`src/hw/rtl/scancode_to_ascii_fifo_unit_assert.svh`:
```
// Assertion macros for the scancode decoder RTL.
// No dependencies; included by the top level, the only module that checks itself.
`ifndef SCANCODE_TO_ASCII_FIFO_UNIT_ASSERT_SVH
`define SCANCODE_TO_ASCII_FIFO_UNIT_ASSERT_SVH
`ifndef SYNTH
// check with reset masking
`define SCTA_ASSERT(lbl, clk, rstn, prop) \
    lbl: assert property (@(posedge clk) disable iff (!(rstn)) (prop)) \
        else $error("scta assertion failed");
// check that also holds through reset
`define SCTA_ASSERT_RST(lbl, clk, prop) \
    lbl: assert property (@(posedge clk) (prop)) \
        else $error("scta reset assertion failed");
`else
`define SCTA_ASSERT(lbl, clk, rstn, prop)
`define SCTA_ASSERT_RST(lbl, clk, prop)
`endif
`endif

```
`src/hw/rtl/scta_pkg.sv`:
```
// Package for the scancode decoder: constants, the set-1 ASCII map and the keymap type.
// No dependencies.
`timescale 1ns / 1ps

package scta_pkg;

    localparam int BUFFER_DEPTH_DEF = 128;
    localparam int TABLE_LEN        = 58;

    localparam logic [7:0] REL_BIT     = 8'h80;
    localparam logic [7:0] CODE_MASK   = 8'h7F;
    localparam logic [7:0] SHIFT_LEFT  = 8'h2A;
    localparam logic [7:0] SHIFT_RIGHT = 8'h36;
    localparam logic [7:0] CASE_GAP    = 8'd32;

    localparam logic OP_SCAN = 1'b0;
    localparam logic OP_READ = 1'b1;

    // set-1 make code -> ASCII, zero where no character
    localparam logic [7:0] ASCII_MAP [0:TABLE_LEN-1] = '{
        8'h00, 8'h00, 8'h31, 8'h32, 8'h33, 8'h34, 8'h35, 8'h36, 8'h37, 8'h38,
        8'h39, 8'h30, 8'h2D, 8'h3D, 8'h08, 8'h09, 8'h71, 8'h77, 8'h65, 8'h72,
        8'h74, 8'h79, 8'h75, 8'h69, 8'h6F, 8'h70, 8'h5B, 8'h5D, 8'h0A, 8'h00,
        8'h61, 8'h73, 8'h64, 8'h66, 8'h67, 8'h68, 8'h6A, 8'h6B, 8'h6C, 8'h3B,
        8'h27, 8'h60, 8'h00, 8'h5C, 8'h7A, 8'h78, 8'h63, 8'h76, 8'h62, 8'h6E,
        8'h6D, 8'h2C, 8'h2E, 8'h2F, 8'h00, 8'h2A, 8'h00, 8'h20
    };

    typedef struct packed {
        logic       push;      // a character comes out of this byte
        logic [7:0] ch;
        logic       shift_set;
        logic       shift_clr;
    } keymap_t;

endpackage

```
`src/hw/rtl/scancode_to_ascii_fifo_unit.sv`:
```
// Top level of the set-1 scancode decoder with its character ring.
// Depends on scta_pkg, scta_keymap, scta_char_ram and the assertion header.
//
// Usage:
//   Input channel (s_valid/s_ready): s_op = 0 delivers a raw scancode byte in
//   s_scan_byte, s_op = 1 asks for the oldest buffered character.
//   Result channel (m_valid/m_ready): one word per input word, in order, with
//   m_char_valid/m_char_out (popped character), m_has_data (ring not empty
//   after the word) and m_dropped (decoded character lost on a full ring).
//   Pipeline: the accepting edge decodes, updates the pointers and captures the
//   ring read into the stage; the output register loads from the stage when it
//   is empty or m_ready is high.
//   Throughput: one word per cycle while m_ready stays high; the single-port
//   ring read and the one-entry stage in front of the output register set it.
//   The ring holds BUFFER_DEPTH-1 characters.
//   Reset: pointers, shift state and both valid flags clear; the ring contents
//   are left as they are and never read before they are written.
//   Stall: with m_ready low the output register holds, the stage behind it
//   fills, and s_ready drops until the result is taken.
`timescale 1ns / 1ps
`include "scancode_to_ascii_fifo_unit_assert.svh"

module scancode_to_ascii_fifo_unit #(
    parameter int BUFFER_DEPTH = scta_pkg::BUFFER_DEPTH_DEF
) (
    input  logic       aclk,
    input  logic       aresetn,
    input  logic       s_valid,
    output logic       s_ready,
    input  logic       s_op,
    input  logic [7:0] s_scan_byte,
    output logic       m_valid,
    input  logic       m_ready,
    output logic       m_char_valid,
    output logic [7:0] m_char_out,
    output logic       m_has_data,
    output logic       m_dropped
);
    import scta_pkg::*;

    localparam int PTR_W = $clog2(BUFFER_DEPTH);
    localparam logic [PTR_W-1:0] LAST_POS = PTR_W'(BUFFER_DEPTH - 1);

    keymap_t    km;
    logic [7:0] rd_data;

    logic [PTR_W-1:0] wr_ptr_reg, wr_ptr_next;
    logic [PTR_W-1:0] rd_ptr_reg, rd_ptr_next;
    logic [PTR_W-1:0] wr_adv, rd_adv;
    logic             shift_reg, shift_next;

    // decode stage, waiting on the ring read
    logic stg_valid_reg, stg_valid_next;
    logic stg_pop_reg, stg_has_data_reg, stg_dropped_reg;

    logic       m_valid_reg, m_valid_next;
    logic       m_char_valid_reg, m_has_data_reg, m_dropped_reg;
    logic [7:0] m_char_out_reg;

    logic accept, is_read, not_empty, full;
    logic pop, push_req, push, drop, out_load;

    scta_keymap u_keymap (
        .scan_byte  (s_scan_byte),
        .shift_held (shift_reg),
        .km         (km)
    );

    scta_char_ram #(
        .DEPTH  (BUFFER_DEPTH),
        .ADDR_W (PTR_W)
    ) u_ram (
        .aclk    (aclk),
        .wr_en   (push),
        .wr_addr (wr_ptr_reg),
        .wr_data (km.ch),
        .rd_en   (pop),
        .rd_addr (rd_ptr_reg),
        .rd_data (rd_data)
    );

    always_comb begin
        out_load  = stg_valid_reg && (!m_valid_reg || m_ready);
        s_ready   = !stg_valid_reg || out_load;
        accept    = s_valid && s_ready;
        is_read   = (s_op == OP_READ);

        wr_adv    = (wr_ptr_reg == LAST_POS) ? '0 : wr_ptr_reg + 1'b1;
        rd_adv    = (rd_ptr_reg == LAST_POS) ? '0 : rd_ptr_reg + 1'b1;
        not_empty = (wr_ptr_reg != rd_ptr_reg);
        full      = (wr_adv == rd_ptr_reg);

        pop      = accept && is_read && not_empty;
        push_req = accept && !is_read && km.push;
        push     = push_req && !full;
        drop     = push_req && full;

        wr_ptr_next = push ? wr_adv : wr_ptr_reg;
        rd_ptr_next = pop ? rd_adv : rd_ptr_reg;

        shift_next = shift_reg;
        if (accept && !is_read) begin
            if (km.shift_set) begin
                shift_next = 1'b1;
            end else if (km.shift_clr) begin
                shift_next = 1'b0;
            end
        end

        if (accept) begin
            stg_valid_next = 1'b1;
        end else if (out_load) begin
            stg_valid_next = 1'b0;
        end else begin
            stg_valid_next = stg_valid_reg;
        end

        if (out_load) begin
            m_valid_next = 1'b1;
        end else if (m_ready) begin
            m_valid_next = 1'b0;
        end else begin
            m_valid_next = m_valid_reg;
        end
    end

    always_ff @(posedge aclk) begin
        if (!aresetn) begin
            wr_ptr_reg    <= '0;
            rd_ptr_reg    <= '0;
            shift_reg     <= 1'b0;
            stg_valid_reg <= 1'b0;
            m_valid_reg   <= 1'b0;
        end else begin
            wr_ptr_reg    <= wr_ptr_next;
            rd_ptr_reg    <= rd_ptr_next;
            shift_reg     <= shift_next;
            stg_valid_reg <= stg_valid_next;
            m_valid_reg   <= m_valid_next;
        end
    end

    always_ff @(posedge aclk) begin
        if (accept) begin
            stg_pop_reg      <= pop;
            stg_has_data_reg <= (wr_ptr_next != rd_ptr_next);
            stg_dropped_reg  <= drop;
        end
        if (out_load) begin
            m_char_valid_reg <= stg_pop_reg;
            m_char_out_reg   <= stg_pop_reg ? rd_data : 8'h00;
            m_has_data_reg   <= stg_has_data_reg;
            m_dropped_reg    <= stg_dropped_reg;
        end
    end

    assign m_valid      = m_valid_reg;
    assign m_char_valid = m_char_valid_reg;
    assign m_char_out   = m_char_out_reg;
    assign m_has_data   = m_has_data_reg;
    assign m_dropped    = m_dropped_reg;

    `SCTA_ASSERT_RST(a_reset_clears, aclk, !aresetn |=> !m_valid_reg && !stg_valid_reg)
    `SCTA_ASSERT(a_pop_xor_drop, aclk, aresetn, m_valid_reg |-> !(m_char_valid_reg && m_dropped_reg))
    `SCTA_ASSERT(a_drop_has_data, aclk, aresetn, m_valid_reg && m_dropped_reg |-> m_has_data_reg)
    `SCTA_ASSERT(a_push_fills, aclk, aresetn, push |=> wr_ptr_reg != rd_ptr_reg)
    `SCTA_ASSERT(a_stage_holds, aclk, aresetn, stg_valid_reg && !out_load |=> stg_valid_reg && $stable(stg_pop_reg))

endmodule

```
`src/hw/rtl/scta_char_ram.sv`:
```
// Character ring storage: one write port, one registered read port.
// Depends on nothing; sized by the top level.
`timescale 1ns / 1ps

module scta_char_ram #(
    parameter int DEPTH  = 128,
    parameter int ADDR_W = 7
) (
    input  logic              aclk,
    input  logic              wr_en,
    input  logic [ADDR_W-1:0] wr_addr,
    input  logic [7:0]        wr_data,
    input  logic              rd_en,
    input  logic [ADDR_W-1:0] rd_addr,
    output logic [7:0]        rd_data
);

    logic [7:0] mem [0:DEPTH-1];
    logic [7:0] rd_data_reg;

    always_ff @(posedge aclk) begin
        if (wr_en) begin
            mem[wr_addr] <= wr_data;
        end
    end

    always_ff @(posedge aclk) begin
        if (rd_en) begin
            rd_data_reg <= mem[rd_addr];
        end
    end

    assign rd_data = rd_data_reg;

endmodule

```
`src/hw/rtl/scta_keymap.sv`:
```
// Scancode byte decode: table lookup, shift casing and shift key detection.
// Depends on scta_pkg.
`timescale 1ns / 1ps

module scta_keymap (
    input  logic             [7:0] scan_byte,
    input  logic                   shift_held,
    output scta_pkg::keymap_t      km
);
    import scta_pkg::*;

    logic [7:0] code7;
    logic [7:0] raw_ch;
    logic       in_table;

    always_comb begin
        code7    = scan_byte & CODE_MASK;
        in_table = ((scan_byte & REL_BIT) == 8'h00) && (scan_byte < 8'(TABLE_LEN));
        raw_ch   = in_table ? ASCII_MAP[scan_byte[5:0]] : 8'h00;

        km.push = (raw_ch != 8'h00);
        if (shift_held && (raw_ch inside {[8'h61:8'h7A]})) begin
            km.ch = raw_ch - CASE_GAP;
        end else begin
            km.ch = raw_ch;
        end

        km.shift_set = ((scan_byte & REL_BIT) == 8'h00)
                       && (code7 == SHIFT_LEFT || code7 == SHIFT_RIGHT);
        km.shift_clr = ((scan_byte & REL_BIT) != 8'h00)
                       && (code7 == SHIFT_LEFT || code7 == SHIFT_RIGHT);
    end

endmodule

```
`config.mk`:
```
export PLATFORM = sky130hd
export DESIGN_NAME = scancode_to_ascii_fifo_unit
export DESIGN_NICKNAME = d
export VERILOG_FILES = /design/src/hw/rtl/scta_pkg.sv /design/src/hw/rtl/scancode_to_ascii_fifo_unit.sv /design/src/hw/rtl/scta_char_ram.sv /design/src/hw/rtl/scta_keymap.sv
export VERILOG_INCLUDE_DIRS = /design/src /design/src/hw/rtl
export SDC_FILE = /design/constraint.sdc
export NUM_CORES = 1
export LEC_CHECK = 0
export ABC_CLOCK_PERIOD_IN_PS = 9200
export BUFFER_PORTS_ARGS = -buffer_cell sky130_fd_sc_hd__buf_4
export CORE_MARGIN = 2
export CORE_UTILIZATION = 35
export DETAILED_ROUTE_END_ITERATION = 10
export MAX_ROUTING_LAYER = met4
export PLACE_DENSITY = 0.57
export REMOVE_ABC_BUFFERS = 1
export SYNTH_ARGS = -nofsm -noshare
export SYNTH_HDL_FRONTEND = slang
export SYNTH_SLANG_ARGS = --single-unit
```
`constraint.sdc`:
```
create_clock -name aclk -period 9.2 [get_ports aclk]
set_clock_uncertainty 0.1 [all_clocks]
set_input_delay 0.46 -clock aclk [delete_from_list [all_inputs] [get_ports aclk]]
set_output_delay 0.46 -clock aclk [all_outputs]
set_load 0.01 [all_outputs]
```
==> impl_metrics.ini <==
[setup_path]
r2r_cells = 10
crit-reg2reg-launch = wr_ptr_reg[3]$_SDFF_PN0_
crit_path_max_incr_delay_ps = 770
crit_path_max_fanout = 19
worst_path_most_repeated_cell = nor2_1
setup.worst_path.class = register to register
arrival_ps = 5600
crit-reg2reg-capture = u_ram.mem[78][7]$_DFFE_PP_
worstSetupStartpointType = register
crit_required_ps = 9390
end_kind = register
crit_chain = nand4_1 > nor2_1 > o22ai_1 > o2111ai_1 > and2_1 > nand2_1 > nor2_1 > nand3_1 > buf_4 > nor2_1
critical-path-slowest-cell = dfxtp_1
regToRegSetupSlack_ps = 3790

[floorplan]
core_area_mm2 = 0.120
design.portCount = 26
starting_density_pct = 35.3
fp.dieArea_mm2 = 0.124
fp.dieW_um = 352
rows = 127
dieHeight_um = 352

[pwr]
total_power_uw = 9850
power_density_mw_per_mm2 = 206
leakagePower_uw = 0.0121
vdd_ir_drop_max_mv = 0.137

[min_path]
hold_depth = 3
whs_endpoint = m_valid$_SDFFE_PN0P_
hold_path_class = primary input to register
hold_path_origin = m_ready

[global_routing]
first_global_vias = 20300
grt_start_max_net_pins = 150
grt-ovfl-total = 0
antenna_found_initial = 9
globalRouteTotalUtil_pct = 16.2
global_route_wire_length_before_repair_um = 144000

[finish]
postLayoutCoreUtil_pct = 39.8
flip_flop_count_of_the_largest_register_after_layout = 1024
layout-drive-gt1-share_pct = 27.3
nFillCells = 10600
number_of_nets_in_the_final_layout = 2035
areaGrowthSynthToFinish_pct = 12.8

[clock_network]
post_cts.repair.setup_buffers = 0
cts_root_buffer = clkbuf_16
insertion_delay_ps = 680
clock_sinks = 1063
cts_tree = built
cts.path.max_buffers = 3
clk_transition_reported_paths_ps = 60
cts_htree_levels = 3
post_cts.resized_instances = 0
tritoncts.num_buffers = 107

[synthesis]
most_used_flip_flop_cell_after_synthesis = edfxtp_1
yosysWarnings = 0
postSynth.asyncResetShare_pct = 0
ys_seq_elements = 1063
synthSimpleGateAreaFrac_pct = 3.15
synth_enable_flop_cells = 1046
post_synth_xor_area_fraction_pct = 0.510
adder_cell_share_of_the_synthesized_area_pct = 0.442
syn_area_per_cell_um2 = 21.7
yosysTopAreaCell = edfxtp_1
synth.cell_area_mm2 = 0.0424
synthTopCellsByArea = edfxtp_1 (74%), mux4_2 (18%), nor2_1 (1.5%)
synth_top_cell_area_share_pct = 74.0
post_synthesis_cell_count = 1952
synth_top_cells_by_count = edfxtp_1 (1046), mux4_2 (338), nor2_1 (164)
yosys.cell_types.count = 63
synthMostInstantiatedCell = edfxtp_1
yosys-mux-area-fraction_pct = 18.4
synth-compound-area-share_pct = 1.32
synth.yosys.seq_area_share_pct = 74.8
synth_top_family_by_area = multiplexers

[sta]
hold_violations = 0
worst_pin_slew_ps = 1210
rsz0062_at_grt = false
worst_hold_margin_ps = 77.6
setup_tns_ps = 0
worst_slew_margin_rel_pct = 19.4
final_min_period_over_clock_period_pct = 58.8
finalCriticalPeriod_ps = 5410
timing.fmax_mhz = 185
setup_viol_count_final = 0
slew_viol_final = 0

[routing]
post-route-drc-count = 0
first_iter_violations = 2062
vias_per_cell = 5.36
drt.antenna.violating_nets = 0
drt_pre_antenna_iters = 7
routed-via-count = 19800
detail_route.wirelength_um = 97800
post_drt_wl_per_cell_um = 26.4

[placed_design]
place.port_buffers = 25
dp_hpwl_um = 60900
gp_routability_congestion = 0.821

[flow_run]
max-cap-violations = 0

[outcome]
status = finished, final reports clean
==> metal layers <==
layer  routed length [um]  GRT usage [%]  vias to the layer above
li1                     -              -                     8305
met1                41500           22.1                    10700
met2                46800           24.9                      726
met3                 7480           3.46                      137
met4                 1960           3.99                        0
met5                    0              -                        -
==> per-stage QoR <==
| stage | cell area (um2) | cells | setup WS (ps) |
|---|---|---|---|
| floorplan | 41900 | 1841 | -4280 |
| global placement | 44400 | 3507 | 3900 |
| detailed placement | 44400 | 3507 | 3870 |
| CTS | 47800 | 3699 | 3890 |
| global route | 47800 | 3699 | 3400 |
| finish | 47800 | 3701 | 3790 |
==> kinds of logic after synthesis <==
logic type | count (synthesis)
flops | 1063
mux | 358
simple gates | 295
buf+inv | 122
compound gates | 76
xor+xnor | 23
fa+ha+maj | 15
==> final cells by class <==
| type | instances | area, um2 | area share [%] |
|---|---|---|---|
| diodes | 2 | 5.00 | 0.0105 |
| repair buffers | 57 | 460 | 0.962 |
| inverters | 11 | 43.8 | 0.0915 |
| clock inverters | 58 | 539 | 1.13 |
| multi-input cells | 767 | 10200 | 21.2 |
| clock buffers | 131 | 2850 | 5.96 |
| flip-flops and latches | 1063 | 31800 | 66.4 |
| well taps | 1612 | 2020 | 4.22 |
==> what timing repair did <==
action / CTS / global route
setup endpoints to repair: 0 / 0
hold buffers: 3 / 0
hold endpoints to repair: 6 / 0
==> worst max path at each step <==
| stage | end | startpoint | depth (start not counted) | slack [ps] |
|---|---|---|---|---|
| after floorplan | stg_has_data_reg$_DFFE_PP_ | rd_ptr_reg[0]$_SDFF_PN0_ | 9 | -4280 |
| after global placement | u_ram.mem[70][4]$_DFFE_PP_ | s_scan_byte[2] | 13 | 3900 |
| after detailed placement | u_ram.mem[78][2]$_DFFE_PP_ | s_scan_byte[2] | 13 | 3870 |
| after CTS | u_ram.mem[78][0]$_DFFE_PP_ | wr_ptr_reg[3]$_SDFF_PN0_ | 10 | 3890 |
| after global routing | u_ram.mem[78][0]$_DFFE_PP_ | wr_ptr_reg[3]$_SDFF_PN0_ | 10 | 3400 |
| final | u_ram.mem[78][7]$_DFFE_PP_ | wr_ptr_reg[3]$_SDFF_PN0_ | 10 | 3790 |
==> cell usage in the layout (no fill, tap or decap), drive strengths merged, types with 18 or more instances in the layout <==
cell type / netlist / routed
edfxtp: 1046 / 1046
nor2b: 19 / 19
nand3: 18 / 18
nor2: 164 / 164
mux4: 338 / 338
clkinv: 2 / 48
buf: 60 / 54
clkbuf: 51 / 131
nand2: 37 / 37
==> power breakdown <==
part | total, uW | internal, uW | switching [uW]
clock | 4250 | 2470 | 1790
combinational | 268 | 95.7 | 173
sequential | 5330 | 5320 | 15.9
total | 9850 | 7880 | 1970
==> worst max-delay path, delay by kind of cell (launching register included) <==
family / cells / cell delay, ps
and+or+nand+nor: 7 / 3310
AOI/OAI and AO/OA: 2 / 340
DFF: 1 / 770
buffers and inverters: 1 / 480
Power figures use the tool's default switching activity.
